## src/rtl/cdc_pkg.sv

```systemverilog
// types, codes and month table shared by the calendar date counter
package cdc_pkg;

    localparam int YEAR_W   = 14;
    localparam int MONTH_W  = 4;
    localparam int DAY_W    = 5;
    localparam int COUNT_W  = 16;
    localparam int PACKED_W = 27;
    localparam int STATUS_W = 2;

    localparam logic [YEAR_W-1:0]  RESET_YEAR  = 14'd2000;
    localparam logic [MONTH_W-1:0] RESET_MONTH = 4'd1;
    localparam logic [DAY_W-1:0]   RESET_DAY   = 5'd1;
    localparam logic [MONTH_W-1:0] LAST_MONTH  = 4'd12;

    localparam logic REQ_SET     = 1'b0;
    localparam logic REQ_ADVANCE = 1'b1;

    localparam logic [STATUS_W-1:0] ST_OK        = 2'd0;
    localparam logic [STATUS_W-1:0] ST_BAD_MONTH = 2'd1;
    localparam logic [STATUS_W-1:0] ST_BAD_DAY   = 2'd2;

    typedef struct packed {
        logic                req_type;
        logic [YEAR_W-1:0]   new_year;
        logic [MONTH_W-1:0]  new_month;
        logic [DAY_W-1:0]    new_day;
        logic [COUNT_W-1:0]  day_count;
    } req_t;

    typedef struct packed {
        logic [YEAR_W-1:0]   cur_year;
        logic [MONTH_W-1:0]  cur_month;
        logic [DAY_W-1:0]    cur_day;
        logic [PACKED_W-1:0] packed_date;
        logic [STATUS_W-1:0] status;
    } rsp_t;

    typedef struct packed {
        logic [YEAR_W-1:0]   year;
        logic [MONTH_W-1:0]  month;
        logic [DAY_W-1:0]    day;
    } date_t;

    // month length, february follows the leap flag; out-of-range months read as 31
    function automatic logic [DAY_W-1:0] days_in(input logic leap, input logic [MONTH_W-1:0] m);
        logic [DAY_W-1:0] len;
        begin
            case (m)
                4'd1:    len = 5'd31;
                4'd2:    len = leap ? 5'd29 : 5'd28;
                4'd3:    len = 5'd31;
                4'd4:    len = 5'd30;
                4'd5:    len = 5'd31;
                4'd6:    len = 5'd30;
                4'd7:    len = 5'd31;
                4'd8:    len = 5'd31;
                4'd9:    len = 5'd30;
                4'd10:   len = 5'd31;
                4'd11:   len = 5'd30;
                4'd12:   len = 5'd31;
                default: len = 5'd31;
            endcase
            days_in = len;
        end
    endfunction

endpackage

```

## src/rtl/cdc_leap.sv

```systemverilog
// leap year unit: registers the leap flag of the year presented on load
module cdc_leap
    import cdc_pkg::*;
(
    input  logic              clk,
    input  logic              rst_n,
    input  logic              load,
    input  logic [YEAR_W-1:0] year,
    output logic              leap
);

    // reciprocal of 25 scaled by 2^17, exact quotient for any 14-bit year
    localparam logic [12:0] RECIP25 = 13'd5243;

    logic [26:0]       prod;
    logic [9:0]        quot;
    logic [YEAR_W-1:0] quot25;
    logic              div25;
    logic              leap_reg;
    logic              leap_next;

    assign prod   = 27'(year) * 27'(RECIP25);
    assign quot   = prod[26:17];
    assign quot25 = YEAR_W'({quot, 4'b0000}) + YEAR_W'({quot, 3'b000}) + YEAR_W'(quot);
    assign div25  = (year == quot25);

    // divisible by 4, and either not by 100 or also by 400
    assign leap_next = (year[1:0] == 2'b00) && (!div25 || (year[3:0] == 4'b0000));

    always_ff @(posedge clk or negedge rst_n)
    begin
        if (!rst_n)
        begin
            leap_reg <= 1'b0;
        end
        else if (load)
        begin
            leap_reg <= leap_next;
        end
    end

    assign leap = leap_reg;

endmodule

```

## src/rtl/cdc_result.sv

```systemverilog
// result register: packs the date and holds the item until it is taken
module cdc_result
    import cdc_pkg::*;
(
    input  logic                clk,
    input  logic                rst_n,
    input  logic                load,
    input  date_t               date,
    input  logic [STATUS_W-1:0] status,
    output logic                free,
    output logic                rsp_valid,
    input  logic                rsp_stall,
    output rsp_t                rsp
);

    localparam logic [YEAR_W-1:0] YEAR_SCALE = 14'd10000;

    logic          valid_reg;
    rsp_t          rsp_reg;
    rsp_t          rsp_next;
    logic [27:0]   year_part;
    logic [10:0]   month_part;

    assign year_part  = 28'(date.year) * 28'(YEAR_SCALE);
    assign month_part = 11'({date.month, 6'b000000}) + 11'({date.month, 5'b00000})
                      + 11'({date.month, 2'b00});

    always_comb
    begin
        rsp_next.cur_year    = date.year;
        rsp_next.cur_month   = date.month;
        rsp_next.cur_day     = date.day;
        rsp_next.packed_date = year_part[PACKED_W-1:0] + PACKED_W'(month_part)
                             + PACKED_W'(date.day);
        rsp_next.status      = status;
    end

    assign free = !valid_reg || !rsp_stall;

    always_ff @(posedge clk or negedge rst_n)
    begin
        if (!rst_n)
        begin
            valid_reg <= 1'b0;
        end
        else if (free)
        begin
            valid_reg <= load;
        end
    end

    always_ff @(posedge clk)
    begin
        if (load && free)
        begin
            rsp_reg <= rsp_next;
        end
    end

    assign rsp_valid = valid_reg;
    assign rsp       = rsp_reg;

endmodule

```

## src/rtl/calendar_date_counter.sv

```systemverilog
// calendar date counter: set with validity check, or advance by a day count
// set item: the sequencer steps through set-leap, set-check and done; the result is
// registered as done hands back to idle, which then takes the next item; advance item:
// a leap step, then one day a cycle, with a leap step again at each year boundary crossed
// a stalled result holds the sequencer in its done state, and the input stalls meanwhile
// reset: date 2000-01-01, no result pending, ready for an item.
module calendar_date_counter
    import cdc_pkg::*;
#(
    parameter int YEAR_MAX    = 9999,
    parameter int COUNT_WIDTH = 16
)
(
    input  logic clk,
    input  logic rst_n,
    input  logic req_valid,
    output logic req_stall,
    input  req_t req,
    output logic rsp_valid,
    input  logic rsp_stall,
    output rsp_t rsp
);

    localparam int CNT_W = (COUNT_WIDTH < COUNT_W) ? COUNT_WIDTH : COUNT_W;
    localparam logic [YEAR_W-1:0] YMAX = YEAR_MAX[YEAR_W-1:0];

    typedef enum logic [2:0] {
        S_IDLE,
        S_SET_LEAP,
        S_SET_CHECK,
        S_ADV_LEAP,
        S_ADV_STEP,
        S_DONE
    } state_t;

    state_t              state_reg;
    date_t               date_reg;
    date_t               op_reg;
    logic [CNT_W-1:0]    count_reg;
    logic [STATUS_W-1:0] status_reg;

    logic                leap;
    logic                leap_load;
    logic [YEAR_W-1:0]   leap_year;
    logic                res_free;
    logic                res_load;
    logic [YEAR_W-1:0]   sat_year;
    logic [DAY_W-1:0]    set_len;
    logic [DAY_W-1:0]    cur_len;

    assign sat_year  = (req.new_year > YMAX) ? YMAX : req.new_year;
    assign leap_load = (state_reg == S_SET_LEAP) || (state_reg == S_ADV_LEAP);
    assign leap_year = (state_reg == S_SET_LEAP) ? op_reg.year : date_reg.year;
    assign set_len   = days_in(leap, op_reg.month);
    assign cur_len   = days_in(leap, date_reg.month);
    assign res_load  = (state_reg == S_DONE);
    assign req_stall = (state_reg != S_IDLE);

    cdc_leap u_leap (
        .clk   (clk),
        .rst_n (rst_n),
        .load  (leap_load),
        .year  (leap_year),
        .leap  (leap)
    );

    cdc_result u_result (
        .clk       (clk),
        .rst_n     (rst_n),
        .load      (res_load),
        .date      (date_reg),
        .status    (status_reg),
        .free      (res_free),
        .rsp_valid (rsp_valid),
        .rsp_stall (rsp_stall),
        .rsp       (rsp)
    );

    always_ff @(posedge clk or negedge rst_n)
    begin
        if (!rst_n)
        begin
            state_reg      <= S_IDLE;
            date_reg.year  <= RESET_YEAR;
            date_reg.month <= RESET_MONTH;
            date_reg.day   <= RESET_DAY;
            status_reg     <= ST_OK;
            op_reg         <= '0;
            count_reg      <= '0;
        end
        else
        begin
            case (state_reg)
                S_IDLE:
                begin
                    if (req_valid)
                    begin
                        op_reg.year  <= sat_year;
                        op_reg.month <= req.new_month;
                        op_reg.day   <= req.new_day;
                        count_reg    <= req.day_count[CNT_W-1:0];
                        status_reg   <= ST_OK;
                        state_reg    <= (req.req_type == REQ_ADVANCE) ? S_ADV_LEAP
                                                                     : S_SET_LEAP;
                    end
                end
                S_SET_LEAP:
                begin
                    state_reg <= S_SET_CHECK;
                end
                S_SET_CHECK:
                begin
                    // month is checked before day
                    if (op_reg.month == '0 || op_reg.month > LAST_MONTH)
                    begin
                        status_reg <= ST_BAD_MONTH;
                    end
                    else if (op_reg.day == '0 || op_reg.day > set_len)
                    begin
                        status_reg <= ST_BAD_DAY;
                    end
                    else
                    begin
                        date_reg <= op_reg;
                    end
                    state_reg <= S_DONE;
                end
                S_ADV_LEAP:
                begin
                    state_reg <= S_ADV_STEP;
                end
                S_ADV_STEP:
                begin
                    if (count_reg == '0)
                    begin
                        state_reg <= S_DONE;
                    end
                    else
                    begin
                        count_reg <= count_reg - CNT_W'(1);
                        if (date_reg.day < cur_len)
                        begin
                            date_reg.day <= date_reg.day + DAY_W'(1);
                        end
                        else if (date_reg.month < LAST_MONTH)
                        begin
                            date_reg.month <= date_reg.month + MONTH_W'(1);
                            date_reg.day   <= RESET_DAY;
                        end
                        else
                        begin
                            // new year: refresh the leap flag before the next step
                            date_reg.year  <= (date_reg.year >= YMAX) ? '0
                                            : date_reg.year + YEAR_W'(1);
                            date_reg.month <= RESET_MONTH;
                            date_reg.day   <= RESET_DAY;
                            state_reg      <= S_ADV_LEAP;
                        end
                    end
                end
                S_DONE:
                begin
                    if (res_free)
                    begin
                        state_reg <= S_IDLE;
                    end
                end
                default:
                begin
                    state_reg <= S_IDLE;
                end
            endcase
        end
    end

endmodule
```

## config.mk

```make
export PLATFORM = sky130hd
export DESIGN_NAME = calendar_date_counter
export DESIGN_NICKNAME = d
export VERILOG_FILES = /design/src/rtl/cdc_pkg.sv /design/src/rtl/cdc_leap.sv /design/src/rtl/cdc_result.sv /design/src/rtl/calendar_date_counter.sv
export SDC_FILE = /design/constraint.sdc
export NUM_CORES = 1
export LEC_CHECK = 0
export BUFFER_PORTS_ARGS = -buffer_cell sky130_fd_sc_hd__buf_4
export CORE_AREA = 10 10 165 167
export DETAILED_ROUTE_END_ITERATION = 7
export DIE_AREA = 0 0 175 177
export MAX_ROUTING_LAYER = met4
export PLACE_DENSITY = 0.8
export SLEW_MARGIN = 20
export SYNTH_ARGS = -nofsm -noshare
export SYNTH_HDL_FRONTEND = slang
export SYNTH_SLANG_ARGS = --single-unit
```

## constraint.sdc

```tcl
create_clock -name clk -period 10.1 [get_ports clk]
set_input_delay 0.505 -clock clk [delete_from_list [all_inputs] [get_ports clk]]
set_output_delay 0.505 -clock clk [all_outputs]
set_load 0.02 [all_outputs]
```

# ---- After elaboration in Yosys (flattened, before gate mapping)
# Cells that the tools add are included.
dict set report totals {
  ff_bits 121
  word_cells 117
  output_inout_bits 54
}
dict set report op_classes {
  eq_ne 26
  mul 2
  order_cmp 6
  reduce_logical 29
  n_addsub 10
  n_mux 28
}
# cell count
set ops {}
lappend ops {{$mux 23} 3}
lappend ops {{$mux 14} 4}
lappend ops {{$pmux 23 s2} 1}
lappend ops {{$mux 16} 2}
lappend ops {{$pmux 16 s2} 1}
lappend ops {{$add 27x11->27} 1}
lappend ops {{$add 27x5->27} 1}
lappend ops {{$mul 14x13->27 const B} 1}
lappend ops {{$mul 14x10->23 const B} 1}
lappend ops {{$mux 18} 1}
lappend ops {{$pmux 3 s6} 1}
lappend ops {{$eq 4x3->1 const B} 4}
lappend ops {{$eq 4x4->1 const B} 4}
lappend ops {{$logic_not 16->1} 1}
lappend ops {{$sub 16x1->16 const B} 1}
lappend ops {{$mux 3} 5}
lappend ops {{$add 14x1->14 const B} 1}
lappend ops {{$add 14x10->14} 1}
lappend ops {{$add 14x13->14} 1}
lappend ops {{$eq 14x14->1} 1}
lappend ops {{$ge 14x14->1 const B} 1}
lappend ops {{$gt 14x14->1 const B} 1}
lappend ops {{$ne 2x2->1 const B} 7}
lappend ops {{$pmux 2 s2} 3}
lappend ops {{32 further kinds} 53}

# ---- Logic depth before layout (Yosys ltp)
# Gate-level depths: netlist of run 1.
dict set report depth {
  ltp_word 9
  mapped_depth 38
}

# ---- By module
# Synthesis of run 1 repeated with hierarchy kept, for this count alone.
dict set report hier_totals {
  hier_cells 1294
  hier_area_um2 12655.9
}
# module seq_area_each_um2 instances cells_each area_per_inst_um2
set modules_own_cells {}
lappend modules_own_cells {cdc_result 1526.5 1 407 4564.4}
lappend modules_own_cells {cdc_leap 25.0 1 417 4073.9}
lappend modules_own_cells {calendar_date_counter 1686.6 1 470 4017.6}

# ---- Worst setup path after synthesis of run 1
# OpenSTA, ideal clock, no wires.
dict set report synth_timing {
  path_kind {register -> register}
  start {register state_reg[1]}
  end {register u_leap.leap_reg, in the netlist u_leap.leap}
  required_time_ns 9.961
  arrival_ns 8.966
  synth_period_minus_slack_ns 9.105
  path_slack_ns 0.995
  n_path_buf 2
  setup_ns 0.139
  stages_incl_launch_ff 34
  path_cell_list {dfrtp_1 nor3b_2 buf_6 clkbuf_1 mux2i_1 inv_1 xnor2_1 ha_1 o21bai_1 ha_1 inv_1 fa_1 inv_1 fa_1 inv_1 fa_1 inv_1 ha_1 and4_1 a21o_1 a311o_1 o2111ai_1 nand2_1 a21o_1 xnor2_1 fa_1 fa_1 xor2_1 xnor2_1 o2111ai_1 or4_1 or4_1 nor4_1 a21oi_1}
}
dict set report synth_between {
  elab_chain_cells 9
  elab_cells_between_ends 13
}
# element line_no
set synth_rtl {}
lappend synth_rtl {{start, declared} calendar_date_counter.sv:36} ;# state_t state_reg;
lappend synth_rtl {{start signal, assigned} calendar_date_counter.sv:103} ;# state_reg <= (req.req_type == REQ_ADVANCE) ? S_ADV_LEAP
lappend synth_rtl {{$eq 3x1->1} {calendar_date_counter.sv:52, calendar_date_counter.sv:53}}
lappend synth_rtl {{$mux 14} calendar_date_counter.sv:53} ;# assign leap_year = (state_reg == S_SET_LEAP) ? op_reg.year : date_reg.year;
lappend synth_rtl {{$mul 14x13->27} cdc_leap.sv:22} ;# assign prod = 27'(year) * 27'(RECIP25);
lappend synth_rtl {{$add 14x13->14} cdc_leap.sv:24} ;# assign quot25 = YEAR_W'({quot, 4'b0000}) + YEAR_W'({quot, 3'b000}) + YEAR_W'(quot);
lappend synth_rtl {{$add 14x10->14} cdc_leap.sv:24}
lappend synth_rtl {{$eq 14x14->1} cdc_leap.sv:25} ;# assign div25 = (year == quot25);
lappend synth_rtl {{$logic_not 1->1} cdc_leap.sv:28} ;# assign leap_next = (year[1:0] == 2'b00) && (!div25 || (year[3:0] == 4'b0000));
lappend synth_rtl {{$logic_or 1x1->1} cdc_leap.sv:28}
lappend synth_rtl {{$logic_and 1x1->1} cdc_leap.sv:28}
lappend synth_rtl {{end signal, assigned} cdc_leap.sv:38} ;# leap_reg <= leap_next;
lappend synth_rtl {{end, declared} cdc_leap.sv:19} ;# logic leap_reg;
# Parallel ways exist; a longest one is shown, timed or not.
# A chain may end at the register's enable or synchronous reset.

# ---- Final worst setup path of run 1
# Ends and elaborated chain as after synthesis.

==> results.json, run 1 <==
{
  "firstDrtPassIters": 5,
  "grt_max_degree": 70,
  "netlist_area_sq_um": 12980,
  "synthArstFlopShare_pct": 57.98,
  "leakage_nw": 7.600,
  "cp.required_ns": 10.38,
  "cp_max_fo": 14,
  "critPathArrivalTime_ns": 9.79,
  "yosys.area.top_type_share_pct": 20.15,
  "fill_cells": 1973,
  "root_buffer": "clkbuf_16",
  "synth_cells": 1374,
  "yosysWarnings": 0,
  "place_area_sq_um": 14130,
  "relSlewSlack_pct": 38.17,
  "min_path_type": "in -> async",
  "ys_seq_area_share_pct": 24.95,
  "synth.top_cells.by_count": "inv_1, ha_1, nand2_1",
  "syn_area_per_cell_sq_um": 9.447,
  "port_buffers": 97,
  "yosys_register_bits": 119,
  "grt_usage_pct": 21.03,
  "vias": 10312,
  "drtAntennaViolNets": 0,
  "gp_congestion": 0.9555,
  "seq_area_sq_um": 3238,
  "htree_num_levels": 4,
  "cts_tree": "yes",
  "dp_hpwl_microns": 24880,
  "route.detailed.drc": 0,
  "routed_wl_microns": 31700,
  "hold_viol": 0,
  "die_h_microns": 177,
  "grt_overflow_total": 0,
  "grt_setup_unrepaired": "no",
  "areaGrowthSynthToFinish_pct": 13.62,
  "final_layout_size_suffix_gt1_share_pct": 11.48,
  "cts_resized": 0,
  "status": "finished clean",
  "worst_slew_pin_slew_ns": 0.9275,
  "reg2reg_slack_ns": 0.58,
  "cts_buffers": 17,
  "ioPinCount": 98,
  "antenna_found_initial": 1,
  "start_kind": "flop",
  "fin_crit_sh_pct": 94.21,
  "path_class": "reg -> reg",
  "tns_ns": 0,
  "ys_dominant_reg_cell": "dfrtp_1",
  "r2r-start": "state_reg[1]",
  "cts_setup_buffers": 0,
  "synth.largest_area_cell": "ha_1",
  "worst_path_most_repeated_cell": "inv_1",
  "fmax_ghz": 0.1051,
  "drv_slew": 0,
  "multi_input_area_sq_um": 8823,
  "grt_pass1_wl_microns": 51810,
  "fin_area_sq_um": 14750,
  "r2r_cells": 32,
  "cts_buffer_depth": 2,
  "die_x_microns": 175,
  "utilization_pct": 61.54,
  "cts_hold_buf": 0,
  "fin_crit_ns": 9.515,
  "slowest_delay_ns": 0.71,
  "vdd_drop_max_v": 0.0001363,
  "clkLatencyLatePin_ns": 0.43,
  "largest_reg_flops": 50,
  "die_area_sq_um": 30980,
  "clock_sinks": 119,
  "r2r-end": "u_leap.leap",
  "crit_start": "state_reg[1]",
  "final_nets": 1822,
  "powerDensity_nw_per_um2": 203.3,
  "synth_area_leaders": "ha_1, fa_1, dfrtp_1, edfxtp_1, inv_1",
  "wire_per_inst_microns": 17.47,
  "setup_violations": 0,
  "viasPerCell": 5.685,
  "synth-edff-count": 50,
  "row_count": 57,
  "critPathSlowestCell": "nor3b_4",
  "grt_pass1_vias": 10357,
  "initial_utilization_pct": 54.17,
  "yosysMostFrequentCell": "inv_1",
  "synth_cell_types": 77,
  "endpoint_kind": "flop",
  "drv_cap": 0,
  "core_sq_um": 23960,
  "drt_iter0_markers": 878,
  "finClkSkew_ns": 0.01082,
  "syn-num-nets": 1720,
  "cts.clk_slew.worst_paths_ns": 0.06
}
[per-layer routing]
metal	part of all wire, %	global-route usage, %	up-vias	wire length [microns]
li1	-	-	4909	-
met1	43	25.60	5026	13600
met2	50	34.87	323	15860
met3	4.9	3.158	54	1558
met4	2.1	7.877	0	678
met5	0	-	-	0
[kinds of logic after synthesis]
kind of cell	after synthesis	synth area share (%)
flops	119	24.95
xor+xnor	91	6.246
compound gates	273	13.52
buf+inv	249	7.326
fa+ha+maj	302	34.49
simple gates	327	12.23
mux	13	1.234
[where the power goes]
part / total [W] / switching, W / internal, W
clock: 0.000631 / 0.000258 / 0.000374
sequential: 0.000834 / 0.000176 / 0.000659
combinational: 0.00153 / 0.000866 / 0.000668
total: 0.00300 / 0.00130 / 0.00170
[worst max-delay path: cells and delay by family, from the launching register on]
family,cells,cell delay [ns]
AO/OA/AOI/OAI,11,2.88
AND/OR/NAND/NOR,5,1.37
multiplexers,1,0.60
buffers and inverters,5,0.49
flip-flops,1,0.58
XOR/XNOR,2,0.37
adder cells (fa/ha/maj),8,3.04
[layout by cell type (no fill, tap or decap), drive strengths merged, types with 61 or more instances in the layout]
cell   netlist  final
o21ai       71     71
a21oi       76     76
fa          93     93
dfrtp       61     61
buf          3    115
inv        214    225
nor2        61     61
nand2      123    123
ha         209    209
xnor2       66     66
[worst max-delay path by stage]
stage / to / slack [ns] / cells after the start
CTS: u_leap.leap / 0.46 / 32
global route: u_leap.leap / 0.04 / 32
global placement: u_leap.leap / 0.74 / 31
floorplan: u_leap.leap / 1.0 / 33
finish: u_leap.leap / 0.58 / 32
detailed placement: u_leap.leap / 0.45 / 32
[stage by stage]
stage	cells	worst slack [ns]	hold WS, ns	power, W
2_1_floorplan	1374	0.9954	0.2094	0.001951
3_3_place_gp	1780	0.7393	0.4346	0.002278
3_5_place_dp	1780	0.4503	0.4523	0.002346
4_1_cts	1812	0.4558	0.2200	0.003005
5_1_grt	1814	0.04110	0.2614	0.003272
6_report	1814	0.5848	0.1749	0.002999
[layout make-up]
type / instances / share of cell area, %
sequential: 119 / 21.96
inverter: 216 / 5.506
multi-input combinational: 1007 / 59.83
clock buffer: 17 / 2.885
timing repair buffer: 115 / 5.854
tap: 324 / 2.749
antenna: 1 / 0.01697
clock inverter: 15 / 1.205
(Power assumes the default switching activity.)
==> run 2: changes to the inputs <==
- ABC_AREA: not set -> 1
- CORE_AREA: 10 10 165 167 -> 10 10 170 172
- DIE_AREA: 0 0 175 177 -> 0 0 180 182
- PLACE_DENSITY: 0.8 -> 0.83
- SKIP_CTS_REPAIR_TIMING: not set -> 1
- clock period: 10.1 -> 8.15 ns (I/O delays scaled with it)
==> results.json, run 2 <==
{
  "syn_area_per_cell_sq_um": 8.050,
  "fin_crit_ns": 7.594,
  "synth_area_leaders": "ha_1, fa_1, dfrtp_1, edfxtp_1, inv_1",
  "finClkSkew_ns": 0.01198,
  "initial_utilization_pct": 54.08,
  "fin_crit_sh_pct": 93.17,
  "final_common_cell": "inv_1",
  "setup_violations": 0,
  "row_count": 59,
  "grt_pass1_wl_microns": 58600,
  "synth_cells": 1721,
  "grt_pass1_vias": 11741,
  "netlist_area_sq_um": 13850,
  "vdd_drop_max_v": 0.00009868,
  "drt_iter0_markers": 1103,
  "gp_congestion": 1.001,
  "synth.top_cells.by_count": "inv_1, nand2_1, ha_1",
  "cts_tree": "yes",
  "cp.required_ns": 8.47,
  "mostFrequentLayoutCells": "inv_1, nand2_1, ha_1, buf_4, nor2_1",
  "status": "finished clean",
  "clkLatencyLatePin_ns": 0.43,
  "cts_buffer_depth": 2,
  "drv_cap": 0,
  "largest_reg_flops": 50,
  "final_nets": 2179,
  "start_kind": "flop",
  "port_buffers": 97,
  "worst_slew_pin_slew_ns": 0.9256,
  "areaGrowthSynthToFinish_pct": 12.96,
  "leakage_nw": 8.683,
  "vias": 11850,
  "cts.clk_slew.worst_paths_ns": 0.06,
  "route.detailed.drc": 0,
  "die_h_microns": 182,
  "yosysWarnings": 0,
  "synth_cell_types": 47,
  "synthArstFlopShare_pct": 57.98,
  "dp_hpwl_microns": 28240,
  "relSlewSlack_pct": 38.29,
  "final_layout_size_suffix_gt1_share_pct": 11.43,
  "placed_cells": 2140,
  "synth.largest_area_cell": "ha_1",
  "utilization_pct": 61.09,
  "fmax_ghz": 0.1317,
  "worst_path_most_repeated_cell": "inv_1",
  "yosys_register_bits": 119,
  "grt_overflow_total": 0,
  "ys_dominant_reg_cell": "dfrtp_1",
  "clock_sinks": 119,
  "crit_start": "state_reg[2]",
  "critPathArrivalTime_ns": 7.92,
  "hold_ws_ns": 0.07915,
  "diodes": 0,
  "core_sq_um": 25620,
  "slowest_delay_ns": 0.55,
  "drtAntennaViolNets": 0,
  "endpoint_kind": "flop",
  "routed_wl_microns": 35270,
  "yosys.area.top_type_share_pct": 18.88,
  "min_path_type": "in -> async",
  "hold_viol": 0,
  "r2r_cells": 38,
  "cts_buffers": 17,
  "ioPinCount": 98,
  "reg2reg_slack_ns": 0.56,
  "yosysMostFrequentCell": "inv_1",
  "powerDensity_nw_per_um2": 90.51,
  "grt_usage_pct": 22.10,
  "syn-num-nets": 2067,
  "synth-edff-count": 50,
  "viasPerCell": 5.433,
  "cp_max_fo": 17,
  "htree_num_levels": 4,
  "grt_max_degree": 70,
  "tns_ns": 0,
  "die_area_sq_um": 32760,
  "critPathSlowestCell": "fa_1",
  "path_class": "reg -> reg",
  "die_x_microns": 180,
  "fin_cells": 2181,
  "r2r-start": "state_reg[2]",
  "r2r-end": "u_leap.leap",
  "antenna_found_initial": 0,
  "firstDrtPassIters": 8,
  "root_buffer": "clkbuf_16",
  "ys_seq_area_share_pct": 23.37,
  "wire_per_inst_microns": 16.17,
  "drv_slew": 0
}
## run 2: cell types whose count changed after synthesis, moves of 16 or more
cell / change
o21ai_0: +25
a21oi_1: -16
inv_1: +136
xor2_1: +27
nor2_1: +48
xnor2_1: -41
nand2_1: +221
nand3_1: +64
nand4_1: +20
clkbuf_1: -19
## run 2: layout make-up
class                           instances  area [sq um]
Multi-Input combinational cell       1224          9201
Timing Repair Buffer                  118         885.9
Tap cell                              335         419.2
Sequential cell                       119          3238
Inverter                              353          1329
Clock inverter                         13         121.4
Clock buffer                           19         454.2
Fill cell                            2161          9967
## run 2: logic make-up (layout without fill, tap and decap cells)
| family | Yosys count | after routing | share of synthesized area, % |
|---|---|---|---|
| and+or+nand+nor | 617 | 617 | 18.90 |
| buffers and inverters | 378 | 503 | 10.62 |
| adders and majority gates | 302 | 302 | 32.32 |
| AOI/OAI and AO/OA | 227 | 227 | 9.745 |
| DFF | 119 | 119 | 23.37 |
| xor gates and xnor gates | 78 | 78 | 5.040 |
## run 2: through the flow
step                      setup WS, ns   power, W  cell area (sq um)
after CTS                       0.1629   0.001414              15530
final                           0.5564   0.001416              15650
after global routing          -0.01183   0.001456              15650
after global placement          0.4045  0.0006854              14960
after detailed placement        0.1790  0.0006868              14960
after floorplan                 0.9961  0.0006557              13850
## run 2: how the worst max path moves through the flow
stage	to	slack, ns	depth (start not counted)
global route	u_leap.leap	-0.01	40
CTS	u_leap.leap	0.16	40
global placement	u_leap.leap	0.40	37
detailed placement	u_leap.leap	0.18	40
finish	u_leap.leap	0.56	38
floorplan	u_leap.leap	1.0	39
## run 2: per-layer routing
layer | part of all wire [%] | GRT usage, %
met1 | 45 | 29.43
met2 | 46 | 34.67
met3 | 6.7 | 3.459
met4 | 1.8 | 5.392
met5 | 0 | -
## run 2: critical path: cells and delay by family, from the launching register on
family	cells	cell delay [ns]
adder cells (fa/ha/maj)	8	3.22
AND/OR/NAND/NOR	11	1.24
flip-flops	1	0.43
AO/OA/AOI/OAI	6	1.13
buffers and inverters	10	0.94
XOR/XNOR	3	0.52
## run 2: power breakdown
group          internal, W  total [W]  switching [W]
registers         0.000628   0.000633     0.00000515
logic            0.0000185  0.0000437      0.0000252
clock network     0.000440   0.000739       0.000300
total              0.00109    0.00142       0.000330
==> run 3: changes to the inputs <==
- RECOVER_POWER: not set -> 25
==> results.json, run 3 (synthesized netlist as in run 2, its figures left out) <==
{
  "final_common_cell": "inv_1",
  "root_buffer": "clkbuf_16",
  "hold_ws_ns": 0.1849,
  "path_class": "reg -> reg",
  "largest_reg_flops": 50,
  "start_kind": "flop",
  "die_h_microns": 182,
  "final_nets": 2179,
  "cp_max_fo": 8,
  "hold_viol": 0,
  "row_count": 59,
  "status": "finished, violations left",
  "setup_violations": 0,
  "grt_overflow_total": 0,
  "drt_iter0_markers": 1132,
  "fin_crit_ns": 7.605,
  "slowest_delay_ns": 0.73,
  "die_area_sq_um": 32760,
  "critPathSlowestCell": "dfstp_1",
  "clkLatencyLatePin_ns": 0.43,
  "fill_cells": 2165,
  "place_ws_ns": 0.1790,
  "initial_utilization_pct": 54.08,
  "fin_crit_sh_pct": 93.32,
  "place_area_sq_um": 14960,
  "powerDensity_nw_per_um2": 90.36,
  "finClkSkew_ns": 0.01075,
  "worst_path_most_repeated_cell": "inv_1",
  "clock_sinks": 119,
  "drv_slew": 70,
  "antenna_found_initial": 0,
  "cts.clk_slew.worst_paths_ns": 0.06,
  "grt_pass1_vias": 11741,
  "route.detailed.drc": 0,
  "layout_setup_ws_ns": 0.5448,
  "violations": "capacitance limit, slew limit",
  "cp.required_ns": 8.47,
  "placed_cells": 2140,
  "htree_num_levels": 4,
  "fmax_ghz": 0.1315,
  "grt_pass1_wl_microns": 58600,
  "port_buffers": 97,
  "grt_usage_pct": 22.10,
  "drtAntennaViolNets": 0,
  "ioPinCount": 98,
  "final_layout_size_suffix_gt1_share_pct": 10.94,
  "mostFrequentLayoutCells": "inv_1, nand2_1, ha_1, buf_4, nor2_1",
  "drv_cap": 1,
  "critPathArrivalTime_ns": 7.92,
  "relSlewSlack_pct": -154.2,
  "die_x_microns": 180,
  "core_sq_um": 25620,
  "min_path_type": "in -> reg",
  "cts_buffers": 17,
  "diodes": 0,
  "vias": 11833,
  "vdd_drop_max_v": 0.00009823,
  "fin_area_sq_um": 15640,
  "dp_hpwl_microns": 28240,
  "firstDrtPassIters": 6,
  "fin_cells": 2181,
  "grt_max_degree": 70,
  "endpoint_kind": "flop",
  "viasPerCell": 5.425,
  "gp_congestion": 1.001,
  "worst_slew_pin_slew_ns": 3.813,
  "areaGrowthSynthToFinish_pct": 12.91,
  "leakage_nw": 8.677,
  "cts_tree": "yes",
  "cts_buffer_depth": 2,
  "routed_wl_microns": 35250,
  "wire_per_inst_microns": 16.16
}
-- run 3: layout make-up --
type                       instances  area (sq um)  area share (%)
clock buffer                      19         454.2           2.904
clock inverter                    13         121.4          0.7759
inverter                         353          1329           8.495
multi-input combinational       1224          9201           58.83
sequential                       119          3238           20.70
tap                              335         419.2           2.680
timing repair buffer             118         878.3           5.616
-- run 3: where the power goes --
group	total (W)	switching (W)	internal, W	leakage [nW]
clock network	0.000737	0.000297	0.000440	0.281
logic	0.0000434	0.0000252	0.0000182	7.22
registers	0.000633	0.00000509	0.000628	1.17
total	0.00141	0.000327	0.00109	8.68
-- run 3: critical path, delay by kind of cell (launching register included) --
family,cells,cell delay (ns)
and+or+nand+nor,10,1.14
xor gates and xnor gates,3,0.51
buffers and inverters,9,0.80
adders and majority gates,8,3.36
AOI/OAI and AO/OA,5,0.97
DFF,1,0.73
-- run 3: per-stage QoR --
stage                     power (W)  utilization, %  setup TNS, ns
final                      0.001413           61.06              0
after global routing       0.001455           61.06       -0.01418
after CTS                  0.001414           60.65              0
after detailed placement  0.0006868           58.40              0
after global placement    0.0006854           58.40              0
after floorplan           0.0006557               -              0
-- run 3: final timing paths --
path,startpoint,endpoint,slack [ns],cells past startpoint
setup / recovery,date_reg[18],u_leap.leap,0.54,35
hold / removal,req[21],op_reg[5],0.18,3
setup reg to reg,date_reg[18],u_leap.leap,0.54,35
hold reg to reg,status_reg[1],u_result.rsp[1],0.48,0
max in group asynchronous,rst_n,date_reg[8],4.68,1
min in group asynchronous,rst_n,count_reg[12],1.28,1
-- run 3: per-layer routing --
layer  share of wire (%)  routed length (microns)  vias up  track usage (%)
li1                    -                        -     5728                -
met2                  46                    16230      444            34.67
met1                  46                    16040     5608            29.43
met4                 1.7                      602        0            5.392
met3                 6.7                     2371       53            3.459
met5                   0                        0        -                -
